===== config.mk =====
export PLATFORM = sky130hd
export DESIGN_NAME = jet_front
export DESIGN_NICKNAME = d
export VERILOG_FILES = /design/src/jet_pkg.sv /design/src/jet_front.sv
export SDC_FILE = /design/constraint.sdc
export NUM_CORES = 1
export LEC_CHECK = 0
export BUFFER_PORTS_ARGS = -buffer_cell sky130_fd_sc_hd__buf_2
export CAP_MARGIN = 20
export CORE_ASPECT_RATIO = 1.5
export CORE_MARGIN = 2
export CORE_UTILIZATION = 35
export CTS_CLUSTER_DIAMETER = 80
export CTS_CLUSTER_SIZE = 24
export DETAILED_ROUTE_END_ITERATION = 16
export SETUP_SLACK_MARGIN = 0.05
export SYNTH_ARGS = -nofsm -noshare
export SYNTH_HDL_FRONTEND = slang
export SYNTH_SLANG_ARGS = --single-unit

===== constraint.sdc =====
create_clock -name clk -period 3.6 [get_ports clk]
set_input_delay 0.18 -clock clk [delete_from_list [all_inputs] [get_ports clk]]
set_output_delay 0.18 -clock clk [all_outputs]
set_load 0.03 [all_outputs]

===== src/jet_pkg.sv =====
// ----------------------------------------------------------------------------
// jet_pkg: shared types and constants for the Julia escape-time core
// Fixed-point widths, register indexes and the words passed between blocks.
// ----------------------------------------------------------------------------
package jet_pkg;

	localparam int FRAC_BITS = 28;           // fraction bits of every value
	localparam int IN_W      = 32;           // start point and c, Q4.28
	localparam int INNER_W   = 48;           // z components and |z|^2, Q20.28
	localparam int CNT_W     = 16;           // iteration count and limit
	localparam int THR_W     = 32;           // escape threshold
	localparam int HALF_W    = INNER_W / 2;  // partial-product split point
	localparam int OPD_W     = HALF_W + 1;   // signed partial operand
	localparam int PP_W      = 2 * OPD_W;    // one partial product
	localparam int ACC_W     = 2 * INNER_W;  // full product accumulator
	localparam int MSTEP_W   = 3;            // multiplier sequence counter
	localparam int MUL_LAST_STEP = 5;        // step that loads the product

	localparam int QDEPTH    = 2;
	localparam int QPTR_W    = $clog2(QDEPTH);
	localparam int QCNT_W    = $clog2(QDEPTH + 1);

	localparam int CFG_IDX_W = 8;
	localparam logic [CFG_IDX_W-1:0] CFG_C_REAL    = 8'd0;
	localparam logic [CFG_IDX_W-1:0] CFG_C_IMAG    = 8'd1;
	localparam logic [CFG_IDX_W-1:0] CFG_ITER_LIM  = 8'd2;
	localparam logic [CFG_IDX_W-1:0] CFG_ESC_RAD2  = 8'd3;

	localparam logic [CNT_W-1:0] ITER_LIM_RST = 16'd256;
	localparam logic [THR_W-1:0] ESC_RAD2_RST = 32'd1073741824;

	// live configuration seen by the engine
	typedef struct packed {
		logic [IN_W-1:0]  c_real;
		logic [IN_W-1:0]  c_imag;
		logic [CNT_W-1:0] iter_lim;
		logic [THR_W-1:0] esc_rad2;
	} cfg_t;

	// one queued word: start point plus its class
	typedef struct packed {
		logic [IN_W-1:0] re;
		logic [IN_W-1:0] im;
		logic            zero_limit;
	} entry_t;

	// saturate a value two bits wider than a z component
	function automatic logic [INNER_W-1:0] sat_inner(input logic [INNER_W+1:0] v);
		logic [INNER_W-1:0] r;
		if (&v[INNER_W+1:INNER_W-1] || ~|v[INNER_W+1:INNER_W-1]) begin
			r = v[INNER_W-1:0];
		end else if (v[INNER_W+1]) begin
			r = {1'b1, {(INNER_W-1){1'b0}}};
		end else begin
			r = {1'b0, {(INNER_W-1){1'b1}}};
		end
		return r;
	endfunction

endpackage


===== src/jet_front.sv =====
// ----------------------------------------------------------------------------
// jet_front: command intake and start-point queue
// Takes start words, tags a zero iteration limit, and buffers them for the engine.
// ----------------------------------------------------------------------------
module jet_front (
	input  logic                          clk,
	input  logic                          arst_n,
	input  logic                          start,
	input  logic [jet_pkg::IN_W-1:0]      start_real,
	input  logic [jet_pkg::IN_W-1:0]      start_imag,
	input  logic [jet_pkg::CNT_W-1:0]     iter_lim,
	output logic                          busy,
	output logic                          q_valid,
	output jet_pkg::entry_t               q_entry,
	input  logic                          q_pop
);

	jet_pkg::entry_t                  ent_q [jet_pkg::QDEPTH];
	logic [jet_pkg::QPTR_W-1:0]       wr_ptr_q;
	logic [jet_pkg::QPTR_W-1:0]       rd_ptr_q;
	logic [jet_pkg::QCNT_W-1:0]       cnt_q;
	logic                             push;

	assign busy    = (cnt_q == jet_pkg::QCNT_W'(jet_pkg::QDEPTH));
	assign q_valid = (cnt_q != '0);
	assign q_entry = ent_q[rd_ptr_q];
	assign push    = start && !busy;

	always_ff @(posedge clk or negedge arst_n) begin
		if (!arst_n) begin
			wr_ptr_q <= '0;
			rd_ptr_q <= '0;
			cnt_q    <= '0;
		end else begin
			if (push) begin
				wr_ptr_q <= wr_ptr_q + 1'b1;
			end
			if (q_pop) begin
				rd_ptr_q <= rd_ptr_q + 1'b1;
			end
			if (push && !q_pop) begin
				cnt_q <= cnt_q + 1'b1;
			end else if (!push && q_pop) begin
				cnt_q <= cnt_q - 1'b1;
			end
		end
	end

	always_ff @(posedge clk) begin
		if (push) begin
			ent_q[wr_ptr_q].re         <= start_real;
			ent_q[wr_ptr_q].im         <= start_imag;
			ent_q[wr_ptr_q].zero_limit <= (iter_lim == '0);
		end
	end

endmodule


==> results of run 1 <==
routing by layer:
layer / routed length, microns / up-vias / track usage / part of all wire
met2: 5490 / 97 / 0.231 / 0.57
li1: - / 1366 / - / -
met3: 429 / 14 / 0.0344 / 0.044
met4: 183 / 0 / 0.0607 / 0.019
met1: 3550 / 1420 / 0.133 / 0.37
met5: 0 / - / 0 / 0
critical path: cells and delay by family, from the launching register on:
family	cells	cell delay, ns
multiplexers	1	0.37
flip-flops	1	0.79
buffers and inverters	2	0.49
worst paths after layout:
path	end	slack, ns	depth (start not counted)
worst max-delay path	q_entry[43]	1.34	3
worst min-delay path	cnt_q[1]$_DFFE_PN0P_	0.10	2
worst max register to register	ent_q[1][60]$_DFFE_PP_	1.64	3
worst min register to register	cnt_q[1]$_DFFE_PN0P_	0.49	1
max in group asynchronous	rd_ptr_q$_DFFE_PN0P_	3.37	2
min in group clk	wr_ptr_q$_DFFE_PN0N_	0.15	3
power breakdown:
part | internal (W) | switching (W) | leakage [nW]
clock | 0.00116 | 0.000646 | 0.303
sequential | 0.00214 | 0.000180 | 1.25
combinational | 0.000862 | 0.00126 | 1.39
total | 0.00416 | 0.00208 | 2.95
stage by stage:
step | area (sq um) | cells | worst slack (ns)
2_1_floorplan | 5090 | 226 | 0.858
3_3_place_gp | 6070 | 568 | 1.62
3_5_place_dp | 6070 | 568 | 1.58
4_1_cts | 7360 | 666 | 1.16
5_1_grt | 7380 | 667 | 1.23
6_report | 7380 | 668 | 1.34
registers in the layout, summed over array words and instances (netlist names):
signal and flops:
cnt_q 2, ent_q 130, rd_ptr_q 1, wr_ptr_q 1
synthesized netlist by cell type (all sizes together):
master,instances
xnor2,2
ha,1
xor2,3
nand2b,1
buf,7
nor4,4
and3,1
nor2,2
or2,1
dfrtp,4
and4,1
nand2,1
mux2,65
inv,3
edfxtp,130
area by class of cell:
| class | count | share of cell area |
|---|---|---|
| Sequential cell | 134 | 0.543 |
| Multi-Input combinational cell | 82 | 0.137 |
| Timing Repair Buffer | 220 | 0.200 |
| Clock buffer | 17 | 0.0576 |
| Clock inverter | 15 | 0.0273 |
| Tap cell | 196 | 0.0332 |
| Inverter | 3 | 0.00153 |
| Antenna cell | 1 | 0.000339 |
cell families (layout without fill, tap and decap cells):
logic type               count (synthesis)  after routing  synth area share
flip-flops                             134            134             0.788
multiplexers                            65             65             0.174
AND/OR/NAND/NOR                         11             11            0.0126
buffers and inverters                   10            255            0.0153
XOR/XNOR                                 5              5           0.00862
other                                    0              1                 0
adder cells (fa/ha/maj)                  1              1           0.00246
==> out/metrics.yaml, run 1 <==
status:
  status: "finished clean"
cts:
  ctsHoldBuffers: 66
  cts_tree: "yes"
  ctsHtreeMaxLevel: 4
  cts_sinks: 134
  clock_latency_ns: 0.41
  post-cts-setup-buffers: 0
  clk_pin_slew_ns: 0.06
  clockBufferDepth: 2
  cts-root-buf: "clkbuf_16"
  cts_resized: 0
  cts_buffers: 17
place:
  gp_routability_congestion: 0.694
  io_buffers: 150
  dp_hpwl_microns: 6130
grt:
  antenna_found_initial: 0
  grt-ovfl-total: 0
  grt_pass1_wl_microns: 14700
  grt_max_degree: 67
  track_usage: 0.127
  grt_pass1_vias: 3125
route:
  wl_per_cell_microns: 14.5
  viasPerCell: 4.34
  ant_nets: 0
  dr.pass1.iters: 4
  totalWireLength_microns: 9660
  via_count: 2897
  drt_iter0_drc: 111
  drcViolationCount: 0
layout:
  fillCellCount: 1223
  ff_latch_area_sq_mm: 0.00401
  drive_above_1_share: 0.537
  multi_input_area_sq_mm: 0.00101
  post-route-util: 0.513
  area_delta_synth_final_pct: 45.2
  fin_nets: 543
  final_common_cell: "buf_2"
  final_cell_mix: "buf_2, edfxtp_1, dlygate4sd3_1"
sta:
  slew_viol_final: 0
  hold_ws_ns: 0.101
  fmax_mhz: 442
  hold_violations: 0
  final.setup.tns_ns: 0
  maxSlewHeadroom: 0.419
  skew_ns: 0.00534
  final-setup-viol-count: 0
  fin_crit_sh: 0.628
  rsz0062_at_grt: "no"
  fin_crit_ns: 2.26
  tightest_slew_ns: 0.872
floorplan:
  die_w_microns: 102
  design.core.area_sq_mm: 0.0144
  die-area_sq_mm: 0.0155
  die_h_microns: 152
  ioPinCount: 151
  initial_core_util: 0.353
  placementRows: 54
pwr:
  ir_worst_vdd_uv: 664
  p_total_w: 0.00625
  power.leakage_nw: 2.95
  powerDensity_mw_per_mm2: 846
setup_path:
  slowest_stage: "dfrtp_4"
  critPathMaxStageDelay_ns: 0.79
  critical_path_class: "reg2out"
  arrival_ns: 2.08
  r2r-start: "cnt_q[0]$_DFFE_PN0P_"
  startpoint: "rd_ptr_q$_DFFE_PN0P_"
  required_ns: 3.42
  startpoint_type: "flop"
  worstSetupEndpointType: "output pin"
  critPathMaxFanout: 34
  critical_path.cell_chain: "buf_12, mux2_2, buf_2"
hold_path:
  hold_class: "in2async"
synth:
  synth_top_cell_by_area: "edfxtp_1"
  synth_area_leaders: "edfxtp_1, mux2_4, mux2_2"
  synth_top_area_share: 0.768
  ys_warn_count: 0
  syn_area_sq_mm: 0.00508
  yosysSeqAreaShare: 0.788
  synth_cells: 226
  ys_ff_latch: 134
  synth_nets: 311
  syn_area_per_cell_sq_um: 22.5
  ys_types: 17
run:
  cap_violations: 0
No activity file was read; power rests on OpenSTA's default activity.
==> run 2, diff against run 1 <==
==> constraint.sdc (replaced) <==
create_clock -name clk -period 1.8 [get_ports clk]
set_input_delay 0.09 -clock clk [delete_from_list [all_inputs] [get_ports clk]]
set_output_delay 0.09 -clock clk [all_outputs]
set_load 0.03 [all_outputs]
==> run 2 against run 1 <==
Net effect:
- setup slack lost 1.3 ns
- total power grew 120%
- sequential share of layout area shrank 3.7 points
- sequential power grew 95%
- critical endpoint is now q_entry[40]
- largest power group is now combinational logic
==> out/metrics.yaml, run 2 (synthesis results as in run 1) <==
setup_path:
  arrival_ns: 1.66
  r2r-start: "cnt_q[0]$_DFFE_PN0P_"
  critPathMaxFanout: 7
  critPathMaxStageDelay_ns: 0.53
  startpoint_type: "flop"
  r2r_slack_ns: 0.37
  worstSetupEndpointType: "output pin"
  r2r-end: "cnt_q[1]$_DFFE_PN0P_"
  critical_path_class: "reg2out"
  critical_path.cell_chain: "buf_4, mux2_2, buf_2"
  required_ns: 1.71
  slowest_stage: "dfrtp_4"
  r2r_cells: 6
layout:
  drive_above_1_share: 0.540
  area_delta_synth_final_pct: 55.8
  fillCellCount: 1157
  final_common_cell: "edfxtp_1"
  post-route-util: 0.551
  ff_latch_area_sq_mm: 0.00401
  top_register: "ent_q"
  final_cell_area_sq_mm: 0.00792
  multi_input_area_sq_mm: 0.00106
  finalNonFillerCells: 674
  fin_nets: 550
  largestRegisters: "ent_q x130, cnt_q x2"
  final_cell_mix: "edfxtp_1, buf_2, dlygate4sd3_1"
  largest_reg_flops: 130
  antenna_cells: 0
place:
  place_inst: 572
  io_buffers: 150
  dp_hpwl_microns: 6450
  gp_routability_congestion: 0.669
  dpl-instance-area_sq_mm: 0.00618
cts:
  clockBufferDepth: 2
  clk_pin_slew_ns: 0.06
  cts-root-buf: "clkbuf_16"
  ctsHtreeMaxLevel: 4
  cts_buffers: 17
  cts_sinks: 134
  clock_latency_ns: 0.40
  cts_tree: "yes"
sta:
  fmax_mhz: 573
  tightest_slew_ns: 0.227
  fin_crit_ns: 1.75
  slew_viol_final: 0
  fin_crit_sh: 0.970
  rsz0062_at_grt: "yes"
  hold_violations: 0
  skew_ns: 0.00699
  hold_ws_ns: 0.123
  final-setup-viol-count: 0
  maxSlewHeadroom: 0.847
grt:
  grt_max_degree: 36
  grt_pass1_wl_microns: 14900
  antenna_found_initial: 0
  grt-ovfl-total: 0
  track_usage: 0.131
  grt_pass1_vias: 3195
floorplan:
  design.core.area_sq_mm: 0.0144
  die_w_microns: 102
  placementRows: 54
  ioPinCount: 151
  die_h_microns: 152
  initial_core_util: 0.353
  die-area_sq_mm: 0.0155
status:
  status: "finished clean"
route:
  ant_nets: 0
  via_count: 2961
  viasPerCell: 4.39
  drt_iter0_drc: 74
  totalWireLength_microns: 10300
  wl_per_cell_microns: 15.3
  drcViolationCount: 0
  dr.pass1.iters: 4
hold_path:
  hp-start: "iter_lim[14]"
  min_path_cells: 3
  hold_class: "in2reg"
  whs_endpoint: "ent_q[1][0]$_DFFE_PP_"
pwr:
  power.leakage_nw: 3.18
  powerDensity_mw_per_mm2: 1740
  ir_worst_vdd_uv: 988
run:
  cap_violations: 0
==> run 2: cell count changes in the layout (fill, tap and decap cells not counted), moves of 4 or more <==
cell / delta
buf_12: +4
buf_2: -57
buf_6: +57
mux2_2: -10
mux2_4: +10
==> run 2: how the worst max path moves through the flow <==
stage,endpoint,cells past startpoint,startpoint
after floorplan,ent_q[0][0]$_DFFE_PP_,3,cnt_q[0]$_DFFE_PN0P_
after CTS,q_entry[41],3,rd_ptr_q$_DFFE_PN0P_
after detailed placement,q_entry[41],3,rd_ptr_q$_DFFE_PN0P_
after global routing,q_entry[60],3,rd_ptr_q$_DFFE_PN0P_
after global placement,q_entry[43],3,rd_ptr_q$_DFFE_PN0P_
final,q_entry[40],3,rd_ptr_q$_DFFE_PN0P_
==> run 2: through the flow <==
step           power [W]  setup TNS, ns  setup slack [ns]
2_1_floorplan    0.00785         -14.51            -0.183
3_3_place_gp     0.00905              0             0.410
3_5_place_dp     0.00913              0             0.392
4_1_cts           0.0135              0           0.00429
5_1_grt           0.0143              0          0.000631
6_report          0.0138              0            0.0533
==> run 2: power breakdown <==
group          leakage [nW]  total [W]  internal, W  switching [W]
Sequential             1.25    0.00453      0.00427       0.000255
Combinational          1.62    0.00559      0.00267        0.00291
Clock                 0.307    0.00367      0.00244        0.00123
==> run 2: final cells by class <==
cell class | count | share of cell area
clock inverters | 15 | 0.0264
repair buffers | 227 | 0.247
multi-input cells | 82 | 0.134
well taps | 196 | 0.0310
flip-flops and latches | 134 | 0.506
clock buffers | 17 | 0.0537
inverters | 3 | 0.00142
==> run 2: per-layer routing <==
metal / share of wire / global-route usage
met5: 0 / 0
met4: 0.012 / 0.0680
met3: 0.033 / 0.0284
met2: 0.59 / 0.257
met1: 0.36 / 0.122
==> run 2: repair_timing <==
item,CTS,global route
cloned,0,1
pin swaps,0,0
hold buffers,68,0
hold endpoints to repair,134,0
endpoints found under the setup margin,58,50
gates resized for setup,78,58
setup buffers,1,0
==> run 2: critical path: cells and delay by family, from the launching register on <==
family | cells | cell delay (ns)
buffers and inverters | 2 | 0.37
DFF | 1 | 0.53
muxes | 1 | 0.35
==> run 3, diff against run 2 <==
==> constraint.sdc (replaced) <==
create_clock -name clk -period 1.6 [get_ports clk]
set_input_delay 0.08 -clock clk [delete_from_list [all_inputs] [get_ports clk]]
set_output_delay 0.08 -clock clk [all_outputs]
set_load 0.03 [all_outputs]
==> run 3 against run 2 <==
Net effect:
- the run now ends with setup timing left
- total power up 4.5%
- critical path type unchanged
- sequential share of layout area grew 2.0 points
- register-to-register slack lost 0.21 ns
==> out/metrics.yaml, run 3 (synthesis results as in run 1) <==
pwr:
  powerDensity_mw_per_mm2: 1890
  switching_share: 0.330
  p_seq_frac: 0.350
  ir_worst_vdd_uv: 745
  p_switching_w: 0.00475
  power.leakage_nw: 3.05
  cellInternalPower_w: 0.00965
  p_clk_frac: 0.252
  pwr-share-comb: 0.398
sta:
  fin_crit_sh: 1.09
  maxSlewHeadroom: 0.789
  fin_crit_ns: 1.74
  skew_ns: 0.00806
  slew_viol_final: 0
  setup_ws_ns: -0.144
  fmax_mhz: 573
  hold_violations: 0
  tightest_slew_ns: 0.316
  rsz0062_at_grt: "yes"
  final-setup-viol-count: 65
  final.setup.tns_ns: -6.73
setup_path:
  critical_path_class: "reg2out"
  startpoint_type: "flop"
  crit_end: "q_entry[43]"
  r2r-end: "ent_q[0][64]$_DFFE_PP_"
  critical_path.cell_chain: "buf_16, mux2_2, buf_4"
  r2r-start: "cnt_q[0]$_DFFE_PN0P_"
  cp_top_family: "flip-flops"
  critPathBufInv: 2
  r2r_cells: 4
  arrival_ns: 1.66
  critPathMaxStageDelay_ns: 0.46
  startpoint: "rd_ptr_q$_DFFE_PN0P_"
  required_ns: 1.52
  r2r_slack_ns: 0.16
  slowest_stage: "dfrtp_4"
  worstSetupEndpointType: "output pin"
  crit_cells: 3
  critPathMaxFanout: 33
floorplan:
  placementRows: 54
  die_h_microns: 152
  initial_core_util: 0.353
  die_w_microns: 102
  design.core.area_sq_mm: 0.0144
  die-area_sq_mm: 0.0155
  ioPinCount: 151
place:
  gp_routability_congestion: 0.693
  dp_hpwl_microns: 6470
  dpl-instance-area_sq_mm: 0.00615
  place_inst: 571
  io_buffers: 150
status:
  status: "finished, violations left"
  violations: "setup timing"
cts:
  post-cts-setup-buffers: 0
  clk_pin_slew_ns: 0.06
  cts_sinks: 134
  ctsHtreeMaxLevel: 4
  cts_tree: "yes"
  cts-root-buf: "clkbuf_16"
  clock_latency_ns: 0.40
  cts_buffers: 17
  clockBufferDepth: 2
grt:
  grt_max_degree: 44
  grt-ovfl-total: 0
  track_usage: 0.134
  grt_pass1_vias: 3141
  antenna_found_initial: 0
  grt_pass1_wl_microns: 15200
layout:
  area_delta_synth_final_pct: 49.9
  final_cell_mix: "edfxtp_1, buf_2, dlygate4sd3_1"
  fin_nets: 546
  largest_reg_flops: 130
  fillCellCount: 1175
  drive_above_1_share: 0.538
  final_common_cell: "edfxtp_1"
  finalNonFillerCells: 670
  final_cell_area_sq_mm: 0.00762
  antenna_cells: 0
  top_register: "ent_q"
  largestRegisters: "ent_q x130, cnt_q x2"
route:
  drcViolationCount: 0
  viasPerCell: 4.33
  dr.pass1.iters: 6
  ant_nets: 0
  totalWireLength_microns: 10200
  drt_iter0_drc: 113
  wl_per_cell_microns: 15.2
  via_count: 2899
hold_path:
  hold_class: "in2async"
run:
  cap_violations: 0
## run 3: area by class of cell
cell class	instances	area, sq um	share of cell area
tap	196	245	0.0322
sequential	134	4010	0.526
multi-input combinational	82	1050	0.138
clock buffer	25	495	0.0650
inverter	3	11.3	0.00148
timing repair buffer	223	1740	0.228
clock inverter	7	71.3	0.00936
## run 3: routing by layer
| layer | track usage | routed length (microns) | vias to the layer above |
|---|---|---|---|
| met5 | 0 | 0 | - |
| met4 | 0.0547 | 113 | 0 |
| met3 | 0.0413 | 384 | 6 |
| met2 | 0.249 | 5870 | 86 |
| met1 | 0.137 | 3830 | 1445 |
| li1 | - | - | 1362 |
## run 3: per-stage QoR
stage	hold WS (ns)	power (W)	util	setup slack (ns)
floorplan	-0.216	0.00883	-	-0.383
global placement	-0.108	0.0101	0.427	0.205
detailed placement	-0.101	0.0102	0.427	0.156
CTS	0.00194	0.0145	0.527	-0.178
global route	0.0103	0.0151	0.529	-0.217
finish	0.0236	0.0144	0.529	-0.144
## run 3: worst register-to-register path, stage by stage (launching register included)
cell,delay [ns]
dfrtp_1,0.40
nand2b_4,0.17
nand2_4,0.06
nor2_4,0.14
buf_4,0.33
## run 3: power groups by stage
| stage | clock, W | sequential, W | combinational, W |
|---|---|---|---|
| finish | 0.00363 | 0.00504 | 0.00573 |
| global route | 0.00389 | 0.00510 | 0.00606 |
| CTS | 0.00373 | 0.00505 | 0.00574 |
| detailed placement | 0 | 0.00511 | 0.00509 |
| global placement | 0 | 0.00506 | 0.00507 |
| floorplan | 0 | 0.00504 | 0.00378 |
## run 3: worst min path at each step
| stage | endpoint | from |
|---|---|---|
| 6_report | rd_ptr_q$_DFFE_PN0P_ | arst_n |
| 3_5_place_dp | cnt_q[0]$_DFFE_PN0P_ | arst_n |
| 2_1_floorplan | cnt_q[0]$_DFFE_PN0P_ | arst_n |
| 5_1_grt | rd_ptr_q$_DFFE_PN0P_ | arst_n |
| 4_1_cts | rd_ptr_q$_DFFE_PN0P_ | arst_n |
| 3_3_place_gp | wr_ptr_q$_DFFE_PN0N_ | arst_n |
## run 3: timing repair
action	CTS	global route
hold buffers	67	0
setup endpoints to repair	65	65
resized for setup	62	9
hold endpoints to repair	134	0
